### src/voss_pink_noise_note_generator_assert.svh
// Assertion macros shared by the pink-noise note generator RTL.
`ifndef VOSS_PINK_NOISE_NOTE_GENERATOR_ASSERT_SVH
`define VOSS_PINK_NOISE_NOTE_GENERATOR_ASSERT_SVH

// Same-cycle implication.
`define VPN_ASSERT_IMPL(name, clk, rst, ante, cons, msg) \
   name: assert property (@(posedge clk) disable iff (rst) (ante) |-> (cons)) \
      else $error(msg);

// Next-cycle implication.
`define VPN_ASSERT_NEXT(name, clk, rst, ante, cons, msg) \
   name: assert property (@(posedge clk) disable iff (rst) (ante) |=> (cons)) \
      else $error(msg);

`endif

### src/vpn_pkg.sv
// Shared types and constants of the pink-noise note generator.
`default_nettype none

package vpn_pkg;

   localparam int DELAY_W     = 16;
   localparam int NOTE_W      = 7;
   localparam int POS_W       = 8;
   localparam int DICE_W      = 4;
   localparam int SEED_W      = 32;
   localparam int CSR_IDX_W   = 3;
   localparam int CSR_DATA_W  = 32;
   localparam int SUM_W       = 10;
   localparam int NOTE_SUM_W  = SUM_W + 1;
   localparam int LEN_W       = POS_W + 1;
   localparam int SEL_W       = $clog2(POS_W);
   localparam int DIV_W       = 16;
   localparam int DIV_CNT_W   = $clog2(DIV_W);
   localparam int DIVISOR_W   = NOTE_W;

   localparam logic [SEED_W-1:0]  LFSR_TAPS   = 32'h8020_0003;
   localparam logic [DELAY_W-1:0] COUNT_RESET = 16'd10;
   localparam logic [DELAY_W-1:0] DELAY_RESET = 16'd10;
   localparam logic [NOTE_W-1:0]  MIN_RESET   = 7'd36;
   localparam logic [NOTE_W-1:0]  MAX_RESET   = 7'd98;
   localparam logic [DICE_W-1:0]  DICE_RESET  = 4'd4;
   localparam logic [SEED_W-1:0]  SEED_RESET  = 32'd1;
   localparam logic [NOTE_W-1:0]  NOTE_MAX    = 7'd127;

   typedef enum logic [CSR_IDX_W-1:0] {
      CSR_DELAY_FACTOR = 3'd0,
      CSR_MIN_NOTE     = 3'd1,
      CSR_MAX_NOTE     = 3'd2,
      CSR_DICE_COUNT   = 3'd3,
      CSR_LFSR_SEED    = 3'd4
   } vpn_csr_idx_type;

   typedef struct packed {
      logic accept;
      logic span_start;
      logic load_span;
      logic die_skip;
      logic reroll_start;
      logic die_store;
      logic out_load;
   } vpn_cmd_type;

   typedef struct packed {
      logic fire;
      logic div_done;
      logic die_end;
      logic die_changed;
      logic out_free;
   } vpn_status_type;

endpackage

`default_nettype wire

### src/vpn_if.sv
// Channel interfaces: tick input, note output and register write port.
`default_nettype none

interface vpn_req_if import vpn_pkg::*; ();
   logic valid;
   logic ready;
   logic tick;
   modport source (output valid, output tick, input ready);
   modport sink (input valid, input tick, output ready);
endinterface

interface vpn_rsp_if import vpn_pkg::*; ();
   logic              valid;
   logic              ready;
   logic [NOTE_W-1:0] note;
   logic [POS_W-1:0]  sequence_position;
   modport source (output valid, output note, output sequence_position, input ready);
   modport sink (input valid, input note, input sequence_position, output ready);
endinterface

interface vpn_csr_if import vpn_pkg::*; ();
   logic                  valid;
   logic                  ready;
   logic [CSR_IDX_W-1:0]  index;
   logic [CSR_DATA_W-1:0] data;
   modport source (output valid, output index, output data, input ready);
   modport sink (input valid, input index, input data, output ready);
endinterface

`default_nettype wire

### src/voss_pink_noise_note_generator.sv
// Non-firing tick beats are taken while idle and give no result beat.
// A firing beat gives its note once the span and every rerolled die are worked out;
// the 16-step serial divider is shared by the span and each reroll.
// One firing beat is worked on at a time.
// Reset: synchronous; registers take their reset values, dice clear, LFSR loads 1.
`default_nettype none

module voss_pink_noise_note_generator import vpn_pkg::*; #(
   parameter int MAX_DICE = 8
) (
   input  logic      clock,
   input  logic      reset,
   vpn_req_if.sink   req_ch,
   vpn_rsp_if.source rsp_ch,
   vpn_csr_if.sink   csr_ch
);

   vpn_cmd_type    cmd;
   vpn_status_type status;
   logic           req_ready;

   assign req_ch.ready = req_ready;

   vpn_ctrl u_ctrl (
      .clock       (clock),
      .reset       (reset),
      .req_valid_i (req_ch.valid),
      .req_ready_o (req_ready),
      .status_i    (status),
      .cmd_o       (cmd)
   );

   vpn_dp #(
      .MAX_DICE (MAX_DICE)
   ) u_dp (
      .clock    (clock),
      .reset    (reset),
      .cmd_i    (cmd),
      .status_o (status),
      .tick_i   (req_ch.tick),
      .rsp_ch   (rsp_ch),
      .csr_ch   (csr_ch)
   );

endmodule

`default_nettype wire

### src/vpn_div.sv
// Serial restoring divider, one quotient bit per cycle.
`default_nettype none
`include "voss_pink_noise_note_generator_assert.svh"

module vpn_div import vpn_pkg::*; (
   input  logic                 clock,
   input  logic                 reset,
   input  logic                 start_i,
   input  logic [DIV_W-1:0]     dividend_i,
   input  logic [DIVISOR_W-1:0] divisor_i,
   output logic                 done_o,
   output logic [DIV_W-1:0]     quotient_o,
   output logic [DIVISOR_W-1:0] remainder_o
);

   logic                 busy_ff;
   logic                 done_ff;
   logic [DIV_CNT_W-1:0] cnt_ff;
   logic [DIV_W-1:0]     quo_ff;
   logic [DIV_W-1:0]     quo_in;
   logic [DIVISOR_W-1:0] rem_ff;
   logic [DIVISOR_W-1:0] rem_in;
   logic [DIVISOR_W-1:0] dvs_ff;
   logic [DIVISOR_W:0]   trial;
   logic [DIVISOR_W:0]   trial_diff;
   logic                 ge;

   assign trial      = {rem_ff, quo_ff[DIV_W-1]};
   assign ge         = trial >= {1'b0, dvs_ff};
   assign trial_diff = trial - {1'b0, dvs_ff};
   assign rem_in     = ge ? trial_diff[DIVISOR_W-1:0] : trial[DIVISOR_W-1:0];
   assign quo_in     = {quo_ff[DIV_W-2:0], ge};

   always_ff @(posedge clock) begin
      if (reset) begin
         busy_ff <= 1'b0;
         done_ff <= 1'b0;
         cnt_ff  <= '0;
      end else begin
         done_ff <= 1'b0;
         if (start_i) begin
            busy_ff <= 1'b1;
            cnt_ff  <= '0;
         end else if (busy_ff) begin
            cnt_ff <= cnt_ff + 1'b1;
            if (cnt_ff == DIV_CNT_W'(DIV_W - 1)) begin
               busy_ff <= 1'b0;
               done_ff <= 1'b1;
            end
         end
      end
   end

   always_ff @(posedge clock) begin
      if (start_i) begin
         quo_ff <= dividend_i;
         rem_ff <= '0;
         dvs_ff <= divisor_i;
      end else if (busy_ff) begin
         quo_ff <= quo_in;
         rem_ff <= rem_in;
      end
   end

   assign done_o      = done_ff;
   assign quotient_o  = quo_ff;
   assign remainder_o = rem_ff;

   `VPN_ASSERT_IMPL(a_rem_below_divisor, clock, reset, busy_ff, rem_ff < dvs_ff, "partial remainder not below divisor")

endmodule

`default_nettype wire

### src/vpn_dp.sv
// Datapath: registers, tick divider, sequence index, dice, LFSR and note output.
`default_nettype none
`include "voss_pink_noise_note_generator_assert.svh"

module vpn_dp import vpn_pkg::*; #(
   parameter int MAX_DICE = 8
) (
   input  logic           clock,
   input  logic           reset,
   input  vpn_cmd_type    cmd_i,
   output vpn_status_type status_o,
   input  logic           tick_i,
   vpn_rsp_if.source      rsp_ch,
   vpn_csr_if.sink        csr_ch
);

   localparam int DIE_IDX_W = (MAX_DICE > 1) ? $clog2(MAX_DICE) : 1;
   localparam int RESET_EFF = (int'(DICE_RESET) > MAX_DICE) ? MAX_DICE : int'(DICE_RESET);
   localparam logic [POS_W-1:0] PREV_RESET = POS_W'((1 << RESET_EFF) - 1);

   logic [DELAY_W-1:0]   delay_ff;
   logic [NOTE_W-1:0]    min_ff;
   logic [NOTE_W-1:0]    max_ff;
   logic [DICE_W-1:0]    dice_ff;
   logic [SEED_W-1:0]    lfsr_ff;
   logic [DELAY_W-1:0]   tick_cnt_ff;
   logic [POS_W-1:0]     seq_ff;
   logic [POS_W-1:0]     prev_ff;
   logic [NOTE_W-1:0]    die_ff [MAX_DICE];
   logic [DIVISOR_W-1:0] span_ff;
   logic [DICE_W-1:0]    die_cnt_ff;
   logic [SUM_W-1:0]     sum_ff;
   logic                 rsp_valid_ff;
   logic [NOTE_W-1:0]    note_ff;
   logic [POS_W-1:0]     pos_ff;

   logic [DICE_W-1:0]     eff_dice;
   logic [NOTE_W-1:0]     span_diff;
   logic [SEED_W-1:0]     lfsr_next;
   logic [DIE_IDX_W-1:0]  die_sel;
   logic [SEL_W-1:0]      seq_sel;
   logic [NOTE_W-1:0]     die_rd;
   logic [NOTE_SUM_W-1:0] note_sum;
   logic [NOTE_W-1:0]     note_in;
   logic [LEN_W-1:0]      seq_len;
   logic [LEN_W-1:0]      seq_inc;
   logic [LEN_W-1:0]      len_m1;
   logic                  fire;
   logic                  out_free;

   logic                  div_start;
   logic [DIV_W-1:0]      div_dividend;
   logic [DIVISOR_W-1:0]  div_divisor;
   logic                  div_done;
   logic [DIV_W-1:0]      div_quo;
   logic [DIVISOR_W-1:0]  div_rem;

   always_comb begin
      if (dice_ff == '0) begin
         eff_dice = DICE_W'(1);
      end else if (dice_ff > DICE_W'(MAX_DICE)) begin
         eff_dice = DICE_W'(MAX_DICE);
      end else begin
         eff_dice = dice_ff;
      end
   end

   assign span_diff = (max_ff > min_ff) ? (max_ff - min_ff) : '0;
   assign lfsr_next = lfsr_ff[0] ? ((lfsr_ff >> 1) ^ LFSR_TAPS) : (lfsr_ff >> 1);
   assign die_sel   = die_cnt_ff[DIE_IDX_W-1:0];
   assign seq_sel   = die_cnt_ff[SEL_W-1:0];
   assign die_rd    = die_ff[die_sel];
   assign note_sum  = NOTE_SUM_W'(min_ff) + NOTE_SUM_W'(sum_ff);
   assign note_in   = (note_sum > NOTE_SUM_W'(NOTE_MAX)) ? NOTE_MAX : note_sum[NOTE_W-1:0];
   assign seq_len   = LEN_W'(1) << eff_dice;
   assign seq_inc   = LEN_W'(seq_ff) + LEN_W'(1);
   assign len_m1    = seq_len - LEN_W'(1);
   assign fire      = tick_i && (tick_cnt_ff >= delay_ff);
   assign out_free  = !rsp_valid_ff || rsp_ch.ready;

   assign div_start    = cmd_i.span_start || cmd_i.reroll_start;
   assign div_dividend = cmd_i.span_start ? DIV_W'(span_diff) : lfsr_next[DIV_W-1:0];
   assign div_divisor  = cmd_i.span_start ? DIVISOR_W'(eff_dice) : span_ff;

   vpn_div u_div (
      .clock       (clock),
      .reset       (reset),
      .start_i     (div_start),
      .dividend_i  (div_dividend),
      .divisor_i   (div_divisor),
      .done_o      (div_done),
      .quotient_o  (div_quo),
      .remainder_o (div_rem)
   );

   // Config registers and LFSR
   always_ff @(posedge clock) begin
      if (reset) begin
         delay_ff <= DELAY_RESET;
         min_ff   <= MIN_RESET;
         max_ff   <= MAX_RESET;
         dice_ff  <= DICE_RESET;
         lfsr_ff  <= SEED_RESET;
      end else if (csr_ch.valid) begin
         unique case (csr_ch.index)
            CSR_DELAY_FACTOR: delay_ff <= csr_ch.data[DELAY_W-1:0];
            CSR_MIN_NOTE:     min_ff   <= csr_ch.data[NOTE_W-1:0];
            CSR_MAX_NOTE:     max_ff   <= csr_ch.data[NOTE_W-1:0];
            CSR_DICE_COUNT:   dice_ff  <= csr_ch.data[DICE_W-1:0];
            CSR_LFSR_SEED: begin
               lfsr_ff <= (csr_ch.data[SEED_W-1:0] == '0) ? SEED_RESET
                                                          : csr_ch.data[SEED_W-1:0];
            end
            default: ;
         endcase
      end else if (cmd_i.reroll_start) begin
         lfsr_ff <= lfsr_next;
      end
   end

   // Tick divider and sequence index
   always_ff @(posedge clock) begin
      if (reset) begin
         tick_cnt_ff <= COUNT_RESET;
         seq_ff      <= '0;
         prev_ff     <= PREV_RESET;
      end else begin
         if (cmd_i.accept && tick_i) begin
            tick_cnt_ff <= fire ? '0 : (tick_cnt_ff + 1'b1);
         end
         if (cmd_i.out_load) begin
            if (seq_inc >= seq_len) begin
               seq_ff  <= '0;
               prev_ff <= len_m1[POS_W-1:0];
            end else begin
               seq_ff  <= seq_inc[POS_W-1:0];
               prev_ff <= seq_ff;
            end
         end
      end
   end

   // Dice
   always_ff @(posedge clock) begin
      if (reset) begin
         for (int i = 0; i < MAX_DICE; i++) begin
            die_ff[i] <= '0;
         end
      end else if (cmd_i.die_store) begin
         die_ff[die_sel] <= div_rem;
      end
   end

   always_ff @(posedge clock) begin
      if (cmd_i.load_span) begin
         span_ff    <= (div_quo == '0) ? DIVISOR_W'(1) : div_quo[DIVISOR_W-1:0];
         die_cnt_ff <= '0;
         sum_ff     <= '0;
      end else if (cmd_i.die_skip) begin
         die_cnt_ff <= die_cnt_ff + 1'b1;
         sum_ff     <= sum_ff + SUM_W'(die_rd);
      end else if (cmd_i.die_store) begin
         die_cnt_ff <= die_cnt_ff + 1'b1;
         sum_ff     <= sum_ff + SUM_W'(div_rem);
      end
   end

   // Output register
   always_ff @(posedge clock) begin
      if (reset) begin
         rsp_valid_ff <= 1'b0;
      end else if (cmd_i.out_load) begin
         rsp_valid_ff <= 1'b1;
      end else if (rsp_ch.ready) begin
         rsp_valid_ff <= 1'b0;
      end
   end

   always_ff @(posedge clock) begin
      if (cmd_i.out_load) begin
         note_ff <= note_in;
         pos_ff  <= seq_ff;
      end
   end

   assign rsp_ch.valid             = rsp_valid_ff;
   assign rsp_ch.note              = note_ff;
   assign rsp_ch.sequence_position = pos_ff;
   assign csr_ch.ready             = 1'b1;

   assign status_o.fire        = fire;
   assign status_o.div_done    = div_done;
   assign status_o.die_end     = die_cnt_ff >= eff_dice;
   assign status_o.die_changed = seq_ff[seq_sel] != prev_ff[seq_sel];
   assign status_o.out_free    = out_free;

   `VPN_ASSERT_IMPL(a_lfsr_nonzero, clock, reset, 1'b1, lfsr_ff != '0, "LFSR reached the all-zero state")
   `VPN_ASSERT_NEXT(a_out_loaded, clock, reset, cmd_i.out_load, rsp_valid_ff && pos_ff == $past(seq_ff), "note beat not presented after load")

endmodule

`default_nettype wire

### src/vpn_ctrl.sv
// Controller: sequences span division, dice rerolls and note output.
`default_nettype none
`include "voss_pink_noise_note_generator_assert.svh"

module vpn_ctrl import vpn_pkg::*; (
   input  logic           clock,
   input  logic           reset,
   input  logic           req_valid_i,
   output logic           req_ready_o,
   input  vpn_status_type status_i,
   output vpn_cmd_type    cmd_o
);

   typedef enum logic [2:0] {
      S_IDLE,
      S_SPAN,
      S_DIE,
      S_REROLL,
      S_OUT
   } state_type;

   state_type state_ff;
   state_type state_in;
   logic      accept;

   assign req_ready_o = (state_ff == S_IDLE);
   assign accept      = req_valid_i && req_ready_o;

   always_comb begin
      state_in = state_ff;
      cmd_o    = '0;
      unique case (state_ff)
         S_IDLE: begin
            cmd_o.accept = accept;
            if (accept && status_i.fire) begin
               cmd_o.span_start = 1'b1;
               state_in         = S_SPAN;
            end
         end
         S_SPAN: begin
            if (status_i.div_done) begin
               cmd_o.load_span = 1'b1;
               state_in        = S_DIE;
            end
         end
         S_DIE: begin
            priority if (status_i.die_end) begin
               state_in = S_OUT;
            end else if (status_i.die_changed) begin
               cmd_o.reroll_start = 1'b1;
               state_in           = S_REROLL;
            end else begin
               cmd_o.die_skip = 1'b1;
            end
         end
         S_REROLL: begin
            if (status_i.div_done) begin
               cmd_o.die_store = 1'b1;
               state_in        = S_DIE;
            end
         end
         S_OUT: begin
            if (status_i.out_free) begin
               cmd_o.out_load = 1'b1;
               state_in       = S_IDLE;
            end
         end
         default: state_in = S_IDLE;
      endcase
   end

   always_ff @(posedge clock) begin
      if (reset) begin
         state_ff <= S_IDLE;
      end else begin
         state_ff <= state_in;
      end
   end

   `VPN_ASSERT_IMPL(a_load_needs_slot, clock, reset, cmd_o.out_load, status_i.out_free, "output register overwritten")

endmodule

`default_nettype wire
### src/flat_wrapper.sv
// flat-port wrapper written by rule: the top's interface ports become plain ports
module voss_pink_noise_note_generator_flat import vpn_pkg::*;
#(
   parameter int MAX_DICE = 8
)
  (clock, reset, req_ch_valid, req_ch_tick, req_ch_ready, rsp_ch_valid, rsp_ch_note, rsp_ch_sequence_position, rsp_ch_ready, csr_ch_valid, csr_ch_index, csr_ch_data, csr_ch_ready);
  vpn_req_if req_ch_i ();
  vpn_rsp_if rsp_ch_i ();
  vpn_csr_if csr_ch_i ();
  input  logic clock;
  input  logic reset;
  input wire logic [$bits(req_ch_i.valid)-1:0] req_ch_valid;
  input wire logic [$bits(req_ch_i.tick)-1:0] req_ch_tick;
  output wire logic [$bits(req_ch_i.ready)-1:0] req_ch_ready;
  output wire logic [$bits(rsp_ch_i.valid)-1:0] rsp_ch_valid;
  output wire logic [$bits(rsp_ch_i.note)-1:0] rsp_ch_note;
  output wire logic [$bits(rsp_ch_i.sequence_position)-1:0] rsp_ch_sequence_position;
  input wire logic [$bits(rsp_ch_i.ready)-1:0] rsp_ch_ready;
  input wire logic [$bits(csr_ch_i.valid)-1:0] csr_ch_valid;
  input wire logic [$bits(csr_ch_i.index)-1:0] csr_ch_index;
  input wire logic [$bits(csr_ch_i.data)-1:0] csr_ch_data;
  output wire logic [$bits(csr_ch_i.ready)-1:0] csr_ch_ready;
  assign req_ch_i.valid = req_ch_valid;
  assign req_ch_i.tick = req_ch_tick;
  assign req_ch_ready = req_ch_i.ready;
  assign rsp_ch_valid = rsp_ch_i.valid;
  assign rsp_ch_note = rsp_ch_i.note;
  assign rsp_ch_sequence_position = rsp_ch_i.sequence_position;
  assign rsp_ch_i.ready = rsp_ch_ready;
  assign csr_ch_i.valid = csr_ch_valid;
  assign csr_ch_i.index = csr_ch_index;
  assign csr_ch_i.data = csr_ch_data;
  assign csr_ch_ready = csr_ch_i.ready;
  voss_pink_noise_note_generator #(.MAX_DICE(MAX_DICE)) u_core (.clock(clock), .reset(reset), .req_ch(req_ch_i), .rsp_ch(rsp_ch_i), .csr_ch(csr_ch_i));
endmodule
### config.mk
export PLATFORM = sky130hd
export DESIGN_NAME = voss_pink_noise_note_generator_flat
export DESIGN_NICKNAME = d
export VERILOG_FILES = /design/src/vpn_pkg.sv /design/src/vpn_if.sv /design/src/voss_pink_noise_note_generator.sv /design/src/vpn_div.sv /design/src/vpn_dp.sv /design/src/vpn_ctrl.sv /design/src/flat_wrapper.sv
export VERILOG_INCLUDE_DIRS = /design/src /design/src/src
export SDC_FILE = /design/constraint.sdc
export NUM_CORES = 1
export LEC_CHECK = 0
export ABC_AREA = 1
export ABC_CLOCK_PERIOD_IN_PS = 4500
export BUFFER_PORTS_ARGS = -buffer_cell sky130_fd_sc_hd__buf_2
export CORE_AREA = 2 2 148 150
export CTS_BUF_LIST = sky130_fd_sc_hd__clkbuf_8 sky130_fd_sc_hd__clkbuf_16
export DETAILED_ROUTE_END_ITERATION = 10
export DIE_AREA = 0 0 150 152
export GPL_TIMING_DRIVEN = 0
export PLACE_DENSITY = 0.88
export SYNTH_ARGS = -nofsm -noshare
export SYNTH_HDL_FRONTEND = slang
export SYNTH_HIERARCHICAL = 1
export SYNTH_SLANG_ARGS = --single-unit
### constraint.sdc
create_clock -name clock -period 4.5 [get_ports clock]
set_clock_uncertainty 0.05 [all_clocks]
set_input_delay 0.675 -clock clock [delete_from_list [all_inputs] [get_ports clock]]
set_output_delay 0.675 -clock clock [all_outputs]
set_load 0.03 [all_outputs]
==> flow_metrics.tcl, run 1 <==
set metrics [dict create \
    status "finished, final reports clean" \
    track_usage_pct 26.8 \
    tightest_slew_ns 1.00 \
    synthCells 1535 \
    min_from "csr_ch_data[23]" \
    start_util_pct 58.5 \
    cts_inserted_buffers 24 \
    ys_seq_elements 233 \
    ctsHtreeMaxLevel 1 \
    powerDensity_nw_per_um2 460 \
    die_x_um 150 \
    yosys_warnings 6 \
    cts_hold_buf 0 \
    synth.distinct_cells 55 \
    crit_required_ns 4.60 \
    cp_slowest_cell "nor3_1" \
    drive_gt1_share_pct 10.5 \
    antenna_found_initial 0 \
    endpoint_kind "register" \
    clk_pin_slew_worst_paths_ns 0.06 \
    io_pins 59 \
    crit_cells 16 \
    nets 1727 \
    wl_per_cell_um 16.1 \
    reg2reg_slack_ns 0.27 \
    max_freq_mhz 236 \
    final_min_period_over_clock_period_pct 94.0 \
    vias 11100 \
    synth.avg_cell_area_um2 8.13 \
    whs_path_depth 3 \
    hold_viol 0 \
    relSlewSlack_pct 32.8 \
    synthTopCellsByArea "edfxtp_1 24%, dfxtp_1 21%, nand2_1 9.2%, ha_1 6.2%, a21oi_1 5.7%" \
    drc 0 \
    n_fill_cell 1717 \
    placed_area_um2 13100 \
    reg2reg_depth 16 \
    cts.sinks 233 \
    antennaDiodeCount 0 \
    arrival_ns 4.33 \
    routed_wl_um 30900 \
    critPathTopFamily "simple AND/OR/NAND/NOR gates" \
    worstPathBufferInverterCount 6 \
    synth.top_cell.area_share_pct 24.3 \
    core_um2 21400 \
    yosysTopAreaCell "edfxtp_1" \
    fin_cells 1918 \
    cts_max_path_buffers 3 \
    synthFlopType "dfxtp_1" \
    areaGrowthSynthToFinish_pct 11.7 \
    dp_hpwl_um 22500 \
    min_path_type "primary input to register" \
    worstSkewPairLatency_ns 0.53 \
    drtAntennaViolNets 0 \
    critPathMaxFanout 17 \
    min_to "u_core/u_dp/lfsr_ff[23]" \
    cts-root-buf "clkbuf_16" \
    setup_viol 0 \
    grt_overflow 0 \
    r2r_start "u_core/u_dp/tick_cnt_ff[11]" \
    grt_pass1_wl_um 50200 \
    reg2reg_to "u_core/u_dp/u_div/quotient_o[0]" \
    finalInstanceArea_um2 13900 \
    rows 54 \
    slew_viol_final 0 \
    drt_iter0_markers 1111 \
    die_h_um 152 \
    vias_per_cell 5.81 \
    cp_common_cell "inv_1" \
    synth_common_cells "306 x nand2_1, 173 x inv_1, 166 x nor2_1" \
    place_congestion 0.929 \
    synth-async-reset-ratio_pct 0 \
    place_inst 1874 \
    yosysMostFrequentCell "nand2_1" \
    total_leakage_power_nw 6.09 \
    min_period_ns 4.23 \
    crit_type "register to register" \
    grt_max_degree 18 \
    tns_ns 0 \
    drt_first_pass_iters 6 \
    post-cts-setup-buffer-count 0 \
    cts_tree "yes" \
    ir_worst_vdd_mv 0.412 \
    slowest_delay_ns 0.71 \
    cts_resized 0 \
    synth-edff-count 101 \
    holdWs_ns 0.354 \
    first_global_vias 10800 \
    rsz0062_at_grt "false" \
    maxCapViolCount 0 \
    ys_seq_area_share_pct 45.5 \
    dieArea_um2 22800 \
    crit_chain "ha_1 -> nand2_1 -> inv_1 -> nand3_1 -> nor2_1 -> nand3_1 -> nand3_1 -> nand2_1 -> inv_1 -> buf_4 -> inv_1 -> nor3_1 -> or2_2 -> buf_2 -> nor2_1 -> inv_1" \
    start_kind "register" \
    portBuffers 56 \
    synth_area_um2 12500 \
]
## area by class of cell
type                       count  area [um2]  area share (%)
buffer                        58         278            1.99
clock buffer                  28         656            4.70
clock inverter                16         143            1.02
inverter                     192         721            5.17
multi-input combinational   1053        5820            41.8
sequential                   233        5680            40.7
tap                          280         350            2.51
timing repair buffer          58         299            2.14
## worst max-delay path by stage
stage | startpoint | endpoint | slack [ns]
after floorplan | rsp_ch_ready | u_core/u_dp/prev_ff[3] | 0.82
final | u_core/u_dp/tick_cnt_ff[11] | u_core/u_dp/u_div/quotient_o[0] | 0.27
after detailed placement | u_core/u_dp/tick_cnt_ff[11] | u_core/u_dp/u_div/quotient_o[1] | 0.23
after global routing | u_core/u_dp/delay_ff[11] | u_core/u_dp/u_div/quotient_o[0] | 0.009
after CTS | u_core/u_dp/tick_cnt_ff[11] | u_core/u_dp/u_div/quotient_o[0] | 0.29
after global placement | rsp_ch_ready | u_core/u_dp/prev_ff[3] | -0.34
## layer usage
layer,global-route usage [%],up-vias,wire [um]
met4,12.8,0,1480
met3,4.92,134,2660
met5,0,-,0
met2,46.1,573,15000
li1,-,5308,-
met1,32.3,5123,11800
## logic make-up after synthesis
kind of cell	after synthesis	synth area share [%]
other	2	0.0602
muxes	14	1.12
DFF	233	45.5
xor gates and xnor gates	28	1.97
and+or+nand+nor	619	21.9
buffers and inverters	250	8.00
AOI/OAI and AO/OA	323	14.7
adders and majority gates	66	6.86
## layout by cell type (no fill, tap or decap), drive strengths merged, types with 18 or more instances in the layout
master and n:
nand3 74, xor2 18, ha 62, o21ai 108, edfxtp 101, inv 187, o211ai 30, nand2 312
nor2 180, clkbuf 62, dfxtp 132, a21oi 144, clkinv 18, buf 82
## report_power, final
part / leakage [nW] / internal [mW] / switching, mW
combinational: 3.62 / 0.623 / 1.22
clock: 0.411 / 1.16 / 0.819
sequential: 2.06 / 2.43 / 0.166
## state kept, by name (all words and copies together), names as in the netlist, named ones only
register,flops
u_core/u_dp/tick_cnt_ff,16
u_core/u_dp/u_div/quotient_o,16
u_core/u_dp/die_ff,56
u_core/u_dp/die_cnt_ff,4
u_core/u_dp/u_div/dvs_ff,7
u_core/u_dp/u_div/cnt_ff,4
u_core/u_ctrl/state_ff,3
u_core/u_dp/rsp_ch.note,7
u_core/u_dp/prev_ff,8
u_core/u_dp/delay_ff,16
u_core/u_dp/rsp_ch.valid,1
u_core/u_dp/seq_ff,8
u_core/u_dp/sum_ff,10
u_core/u_dp/u_div/done_o,1
u_core/u_dp/max_ff,7
u_core/u_dp/rsp_ch.sequence_position,8
u_core/u_dp/span_ff,7
u_core/u_dp/u_div/remainder_o,7
u_core/u_dp/u_div/busy_ff,1
u_core/u_dp/lfsr_ff,32
u_core/u_dp/dice_ff,4
u_core/u_dp/min_ff,7
## tightest hold or removal path: stages
cell and delay [ns]:
buf_2 0.10, nand2_1 0.05, a21oi_1 0.05
## per-stage QoR
stage | worst slack (ns) | utilization [%] | total power [mW]
2_1_floorplan | 0.816 | - | 3.93
3_3_place_gp | -0.342 | 61.4 | 4.32
3_5_place_dp | 0.231 | 61.6 | 4.42
4_1_cts | 0.288 | 65.3 | 6.40
5_1_grt | 0.00894 | 65.3 | 6.73
6_report | 0.269 | 65.3 | 6.42
Note: power is estimated with default switching activity, not from simulation.
==> run 2, diff against run 1 <==
--- a/config.mk
+++ b/config.mk
@@ -9,12 +9,12 @@
 export ABC_AREA = 1
 export ABC_CLOCK_PERIOD_IN_PS = 4500
 export BUFFER_PORTS_ARGS = -buffer_cell sky130_fd_sc_hd__buf_2
-export CORE_AREA = 2 2 148 150
+export CORE_AREA = 2 2 154 156
 export CTS_BUF_LIST = sky130_fd_sc_hd__clkbuf_8 sky130_fd_sc_hd__clkbuf_16
 export DETAILED_ROUTE_END_ITERATION = 10
-export DIE_AREA = 0 0 150 152
+export DIE_AREA = 0 0 156 158
 export GPL_TIMING_DRIVEN = 0
-export PLACE_DENSITY = 0.88
+export PLACE_DENSITY = 0.83
 export SYNTH_ARGS = -nofsm -noshare
 export SYNTH_HDL_FRONTEND = slang
 export SYNTH_HIERARCHICAL = 1
==> run 2 against run 1 <==
  * Sequential share of layout area down 0.19 points
  * Total power increased by 1.1%
  * Maximum frequency is 5.4% higher
  * Register-to-register slack gained 0.22 ns
  * Clock-buffer cell count shrank 1
  * Highest routed layer unchanged
  * Largest power group unchanged
  * Utilization fell by 4.5 points
  * Sequential cell count stayed put
==> flow_metrics.tcl, run 2 (synthesized netlist as in run 1, its figures left out) <==
set metrics [dict create \
    areaGrowthSynthToFinish_pct 12.3 \
    cts_tree "yes" \
    crit_required_ns 4.61 \
    relSlewSlack_pct 51.9 \
    reg2reg_to "u_core/u_dp/u_div/quotient_o[0]" \
    cp_common_cell "nor2_1" \
    rows 56 \
    critPathLaunch "u_core/u_dp/dice_ff[3]" \
    cp_slowest_cell "inv_1" \
    cts.sinks 233 \
    first_global_vias 10200 \
    powerDensity_nw_per_um2 463 \
    hold_viol 0 \
    largest_reg_flops 56 \
    grt_max_degree 18 \
    setup_viol 0 \
    routed_wl_um 29700 \
    drt_first_pass_iters 5 \
    maxCapViolCount 0 \
    drt_iter0_markers 896 \
    max_flop_register "u_core/u_dp/die_ff" \
    core_um2 23100 \
    slowest_delay_ns 0.59 \
    rsz0062_at_grt "false" \
    cts_max_path_buffers 3 \
    min_period_ns 4.01 \
    place_congestion 0.887 \
    portBuffers 56 \
    grt_pass1_wl_um 48700 \
    crit_type "register to register" \
    antennaDiodeCount 0 \
    worstSkewPairLatency_ns 0.54 \
    final_min_period_over_clock_period_pct 89.2 \
    final_common_cell "nand2_1" \
    grt_overflow 0 \
    final_util_pct 60.8 \
    holdWs_ns 0.336 \
    start_util_pct 54.1 \
    post-cts-setup-buffer-count 0 \
    cts_resized 0 \
    critPathMaxFanout 17 \
    reg2reg_slack_ns 0.49 \
    wl_per_cell_um 15.4 \
    clk_pin_slew_worst_paths_ns 0.06 \
    vias 10700 \
    status "finished, final reports clean" \
    io_pins 59 \
    ctsHtreeMaxLevel 1 \
    r2r_start "u_core/u_dp/dice_ff[3]" \
    ir_worst_vdd_mv 0.359 \
    die_h_um 158 \
    slew_viol_final 0 \
    reg2reg_depth 14 \
    crit_chain "nor2_1 -> nand2_1 -> o21ai_0 -> ha_1 -> nor2_1 -> o211ai_1 -> nand3_1 -> inv_1 -> nand2_1 -> nor2_1 -> or2_2 -> buf_2 -> nor2_1 -> inv_1" \
    track_usage_pct 24.2 \
    max_freq_mhz 249 \
    drtAntennaViolNets 0 \
    cts-root-buf "clkbuf_16" \
    dieArea_um2 24600 \
    vias_per_cell 5.55 \
    endpoint_kind "register" \
    power_mw 6.49 \
    total_leakage_power_nw 6.11 \
    nets 1729 \
    drc 0 \
    cts_hold_buf 0 \
    reg_top3 "u_core/u_dp/die_ff x56, u_core/u_dp/lfsr_ff x32" \
    arrival_ns 4.12 \
    drive_gt1_share_pct 10.5 \
    cts_inserted_buffers 26 \
    dp_hpwl_um 22100 \
    die_x_um 156 \
    start_kind "register" \
    tns_ns 0 \
    tightest_slew_ns 0.720 \
    crit_path_end "u_core/u_dp/u_div/quotient_o[0]" \
    min_path_type "primary input to register" \
    final_cell_mix "306 x nand2_1, 177 x inv_1, 166 x nor2_1, 142 x a21oi_1, 132 x dfxtp_1" \
    antenna_found_initial 0 \
]
## run 2: through the flow
step / area, um2 / cells / worst slack, ns
floorplan: 12500 / 1536 / 0.816
global placement: 13100 / 1882 / -0.270
detailed placement: 13200 / 1885 / 0.358
CTS: 14000 / 1933 / 0.296
global route: 14000 / 1932 / 0.0853
finish: 14000 / 1932 / 0.487
## run 2: worst max-delay path, delay by kind of cell, from the launching register on
kind,cells,cell delay [ns]
AOI/OAI and AO/OA,2,0.44
and+or+nand+nor,8,1.52
adders and majority gates,1,0.26
DFF,1,0.37
buffers and inverters,3,1.00
## run 2: final cells by class
| cell class | count | area, um2 |
|---|---|---|
| Fill cell | 1956 | 9040 |
| Timing Repair Buffer | 59 | 307 |
| Buffer | 57 | 274 |
| Sequential cell | 233 | 5680 |
| Multi-Input combinational cell | 1053 | 5830 |
| Tap cell | 290 | 363 |
| Clock inverter | 21 | 181 |
| Inverter | 192 | 721 |
| Clock buffer | 27 | 664 |
## run 2: worst min-delay path by stage
| stage | startpoint | end | slack, ns | depth (start not counted) |
|---|---|---|---|---|
| final | csr_ch_data[31] | u_core/u_dp/lfsr_ff[31] | 0.34 | 3 |
| after global routing | csr_ch_data[31] | u_core/u_dp/lfsr_ff[31] | 0.34 | 3 |
| after CTS | csr_ch_data[23] | u_core/u_dp/lfsr_ff[23] | 0.33 | 3 |
| after detailed placement | u_core/u_dp/seq_ff[4] | u_core/u_dp/rsp_ch.sequence_position[4] | 0.38 | 0 |
| after global placement | u_core/u_dp/seq_ff[4] | u_core/u_dp/rsp_ch.sequence_position[4] | 0.36 | 0 |
| after floorplan | u_core/u_dp/seq_ff[4] | u_core/u_dp/rsp_ch.sequence_position[4] | 0.36 | 0 |
## run 2: layer usage
layer / routed length (um) / GRT usage (%) / up-vias
li1: - / - / 5313
met5: 0 / 0 / -
met3: 2090 / 3.59 / 70
met1: 11900 / 29.6 / 4909
met2: 14600 / 43.5 / 432
met4: 1060 / 8.61 / 0
## run 2: where the power goes
part           leakage, nW  internal, mW  switching [mW]
logic                 3.63         0.619            1.19
registers             2.06          2.43           0.167
clock network        0.431          1.24           0.842
total                 6.11          4.29            2.20
==> run 3, diff against run 2 <==
--- a/config.mk
+++ b/config.mk
@@ -7,15 +7,13 @@
 export NUM_CORES = 1
 export LEC_CHECK = 0
 export ABC_AREA = 1
-export ABC_CLOCK_PERIOD_IN_PS = 4500
+export ABC_CLOCK_PERIOD_IN_PS = 3500
 export BUFFER_PORTS_ARGS = -buffer_cell sky130_fd_sc_hd__buf_2
-export CORE_AREA = 2 2 154 156
-export CTS_BUF_LIST = sky130_fd_sc_hd__clkbuf_8 sky130_fd_sc_hd__clkbuf_16
+export CORE_AREA = 2 2 155 157
 export DETAILED_ROUTE_END_ITERATION = 10
-export DIE_AREA = 0 0 156 158
+export DIE_AREA = 0 0 157 159
 export GPL_TIMING_DRIVEN = 0
-export PLACE_DENSITY = 0.83
+export PLACE_DENSITY = 0.85
 export SYNTH_ARGS = -nofsm -noshare
 export SYNTH_HDL_FRONTEND = slang
-export SYNTH_HIERARCHICAL = 1
 export SYNTH_SLANG_ARGS = --single-unit
==> constraint.sdc (replaced) <==
create_clock -name clock -period 3.5 [get_ports clock]
set_clock_uncertainty 0.05 [all_clocks]
set_input_delay 0.525 -clock clock [delete_from_list [all_inputs] [get_ports clock]]
set_output_delay 0.525 -clock clock [all_outputs]
set_load 0.03 [all_outputs]
==> run 3 against run 2 <==
  * Routed wire length rose by 2.9%
  * Via count rose by 3.3%
  * Critical path depth rose by 6
  * Utilization rose by 0.66 points
  * Largest cell class unchanged
==> flow_metrics.tcl, run 3 <==
set metrics [dict create \
    status "finished, final reports clean" \
    clk_pin_slew_worst_paths_ns 0.06 \
    rows 56 \
    cts_inserted_buffers 24 \
    clock_power_share_pct 27.1 \
    portBuffers 56 \
    p_comb_share_pct 36.0 \
    ys_seq_elements 233 \
    whs_path_depth 4 \
    cts.sinks 233 \
    yosysMostFrequentCell "nand2_1" \
    tns_ns 0 \
    vias 11100 \
    start_kind "register" \
    crit_type "register to register" \
    dp_hpwl_um 22000 \
    synthFlopType "dfxtp_1" \
    drc 0 \
    n_fill_cell 1915 \
    finalInstanceArea_um2 14200 \
    ys_seq_area_share_pct 45.1 \
    track_usage_pct 23.9 \
    max_freq_mhz 290 \
    synth.avg_cell_area_um2 7.95 \
    cp_slowest_cell "dfxtp_1" \
    switching_share_pct 37.2 \
    met3_usage_pct 3.46 \
    holdWs_ns 0.255 \
    endpoint_kind "register" \
    power_frac_seq_pct 36.9 \
    busiest_layer "met2" \
    min_period_ns 3.45 \
    fin_ws_ns 0.0508 \
    hold_viol 0 \
    relSlewSlack_pct 41.1 \
    cts-root-buf "clkbuf_16" \
    first_global_vias 10200 \
    areaGrowthSynthToFinish_pct 13.2 \
    tightest_slew_ns 0.882 \
    core_um2 23200 \
    post-place-ws_ns -0.336 \
    maxCapViolCount 0 \
    final_common_cell "nand2_1" \
    synth_area_um2 12600 \
    grt_use_met2_pct 40.6 \
    grt_max_degree 19 \
    antennaDiodeCount 0 \
    drt_iter0_markers 1166 \
    slowest_delay_ns 0.37 \
    synth.top_cell.area_share_pct 24.1 \
    ir_worst_vdd_mv 0.385 \
    synth-edff-count 101 \
    final_cell_mix "323 x nand2_1, 190 x nor2_1, 168 x inv_1, 153 x a21oi_1, 130 x dfxtp_1" \
    reg2reg_slack_ns 0.05 \
    switchingPower_mw 3.64 \
    antenna_found_initial 0 \
    total_leakage_power_nw 6.23 \
    arrival_ns 3.81 \
    vias_per_cell 5.51 \
    fin_cells 2011 \
    final_util_pct 61.4 \
    r2r_start "u_core.u_dp.dice_ff[2]" \
    power_mw 9.80 \
    synth_common_cells "324 x nand2_1, 194 x nor2_1, 169 x inv_1" \
    die_x_um 157 \
    cts_tree "yes" \
    max_flop_register "u_core.u_dp.die_ff" \
    grt_pass1_wl_um 48700 \
    ctsHtreeMaxLevel 1 \
    largest_reg_flops 56 \
    final_min_period_over_clock_period_pct 98.5 \
    synthTopCellsByArea "edfxtp_1 24%, dfxtp_1 21%, nand2_1 9.7%, ha_1 6.2%, a21oi_1 6.1%" \
    powerDensity_nw_per_um2 688 \
    die_h_um 159 \
    start_util_pct 54.3 \
    min_path_type "primary input to register" \
    min_from "req_ch_tick" \
    dieArea_um2 25000 \
    cts_max_path_buffers 3 \
    crit_chain "inv_1 -> nor2_2 -> inv_1 -> ha_1 -> a21oi_1 -> nand3_2 -> nor2_4 -> nand3_4 -> buf_6 -> o31ai_2 -> ha_1 -> nand2_1 -> inv_1 -> nand3_1 -> o221ai_2 -> nand2_1 -> a21oi_1 -> nand3_1 -> nand2_1 -> nor2_1" \
    cts_hold_buf 0 \
    crit_required_ns 3.86 \
    nets 1781 \
    drive_gt1_share_pct 10.0 \
    synth.distinct_cells 48 \
    reg2reg_depth 20 \
    synth-async-reset-ratio_pct 0 \
    rsz0062_at_grt "true" \
    setup_viol 0 \
    yosysTopAreaCell "edfxtp_1" \
    worstSkewPairLatency_ns 0.53 \
    grtUsageMet1_pct 31.1 \
    yosys_warnings 0 \
    synthCells 1584 \
    place_congestion 0.922 \
    io_pins 59 \
    cell_internal_pwr_mw 6.16 \
    min_to "u_core.u_dp.tick_cnt_ff[1]" \
    reg2reg_to "u_core.u_dp.sum_ff[8]" \
    slew_viol_final 0 \
    grt_overflow 0 \
    placed_area_um2 13300 \
    wl_per_cell_um 15.2 \
    drtAntennaViolNets 0 \
    critPathMaxFanout 10 \
    reg_top3 "u_core.u_dp.die_ff x56, u_core.u_dp.lfsr_ff x32" \
    drt_first_pass_iters 5 \
    place_inst 1960 \
    routed_wl_um 30600 \
]
## run 3: changes by cell type after synthesis, sizes merged, moves of 6 or more
cell | before | now
nand4 | 17 | 28
a21oi | 144 | 157
clkbuf | 34 | 40
nand2 | 312 | 328
buf | 24 | 30
o211ai | 30 | 12
inv | 182 | 175
a221oi | 12 | 0
o21ai | 108 | 123
nor2 | 180 | 195
## run 3: metal layers
metal,vias up,part of all wire (%)
met5,-,0
met4,0,3.7
met3,84,7.5
met2,486,48
met1,5066,41
li1,5445,-
## run 3: worst max path at each step
stage / from / end / slack, ns / cells after the start
5_1_grt: u_core.u_dp.dice_ff[2] / u_core.u_dp.sum_ff[8] / -0.18 / 21
6_report: u_core.u_dp.dice_ff[2] / u_core.u_dp.sum_ff[8] / 0.05 / 20
4_1_cts: u_core.u_dp.dice_ff[2] / u_core.u_dp.sum_ff[9] / 0.02 / 19
2_1_floorplan: u_core.u_dp.dice_ff[2] / u_core.u_dp.sum_ff[8] / 0.40 / 18
3_3_place_gp: u_core.u_dp.dice_ff[3] / u_core.u_dp.sum_ff[8] / -0.23 / 18
3_5_place_dp: u_core.u_dp.dice_ff[3] / u_core.u_dp.sum_ff[8] / -0.34 / 18
## run 3: power groups by stage
| stage | registers [mW] | clock network, mW | logic, mW |
|---|---|---|---|
| after global routing | 3.65 | 2.78 | 3.90 |
| after floorplan | 3.57 | 0 | 2.51 |
| after CTS | 3.60 | 2.67 | 3.33 |
| after global placement | 3.63 | 0 | 3.13 |
| final | 3.61 | 2.66 | 3.53 |
| after detailed placement | 3.65 | 0 | 3.24 |
## run 3: cell families (layout without fill, tap and decap cells)
family / Yosys count / after routing / synth area share (%)
buffers and inverters: 252 / 359 / 8.26
muxes: 14 / 14 / 1.11
adders and majority gates: 66 / 66 / 6.80
other: 2 / 3 / 0.0597
and+or+nand+nor: 652 / 652 / 21.6
AOI/OAI and AO/OA: 328 / 328 / 14.5
DFF: 233 / 233 / 45.1
xor gates and xnor gates: 37 / 37 / 2.57
## run 3: area by class of cell
type,count,area [um2],area share (%)
Inverter,182,689,4.84
Clock buffer,33,701,4.92
Clock inverter,11,123,0.860
Tap cell,319,399,2.80
Buffer,70,368,2.58
Sequential cell,233,5680,39.8
Multi-Input combinational cell,1100,5960,41.8
Timing Repair Buffer,63,333,2.34
## run 3: critical path: cells and delay by family (launching register included)
| family | cells | cell delay, ns |
|---|---|---|
| AO/OA/AOI/OAI | 4 | 0.87 |
| AND/OR/NAND/NOR | 10 | 1.12 |
| adder cells (fa/ha/maj) | 2 | 0.46 |
| flip-flops | 1 | 0.37 |
| buffers and inverters | 4 | 0.46 |
## run 3: timing repair
action                                  in CTS  in global routing
endpoints found under the setup margin       6                  7
pin swaps                                    2                  3
setup buffers                                2                  5
gates resized for setup                     11                 17
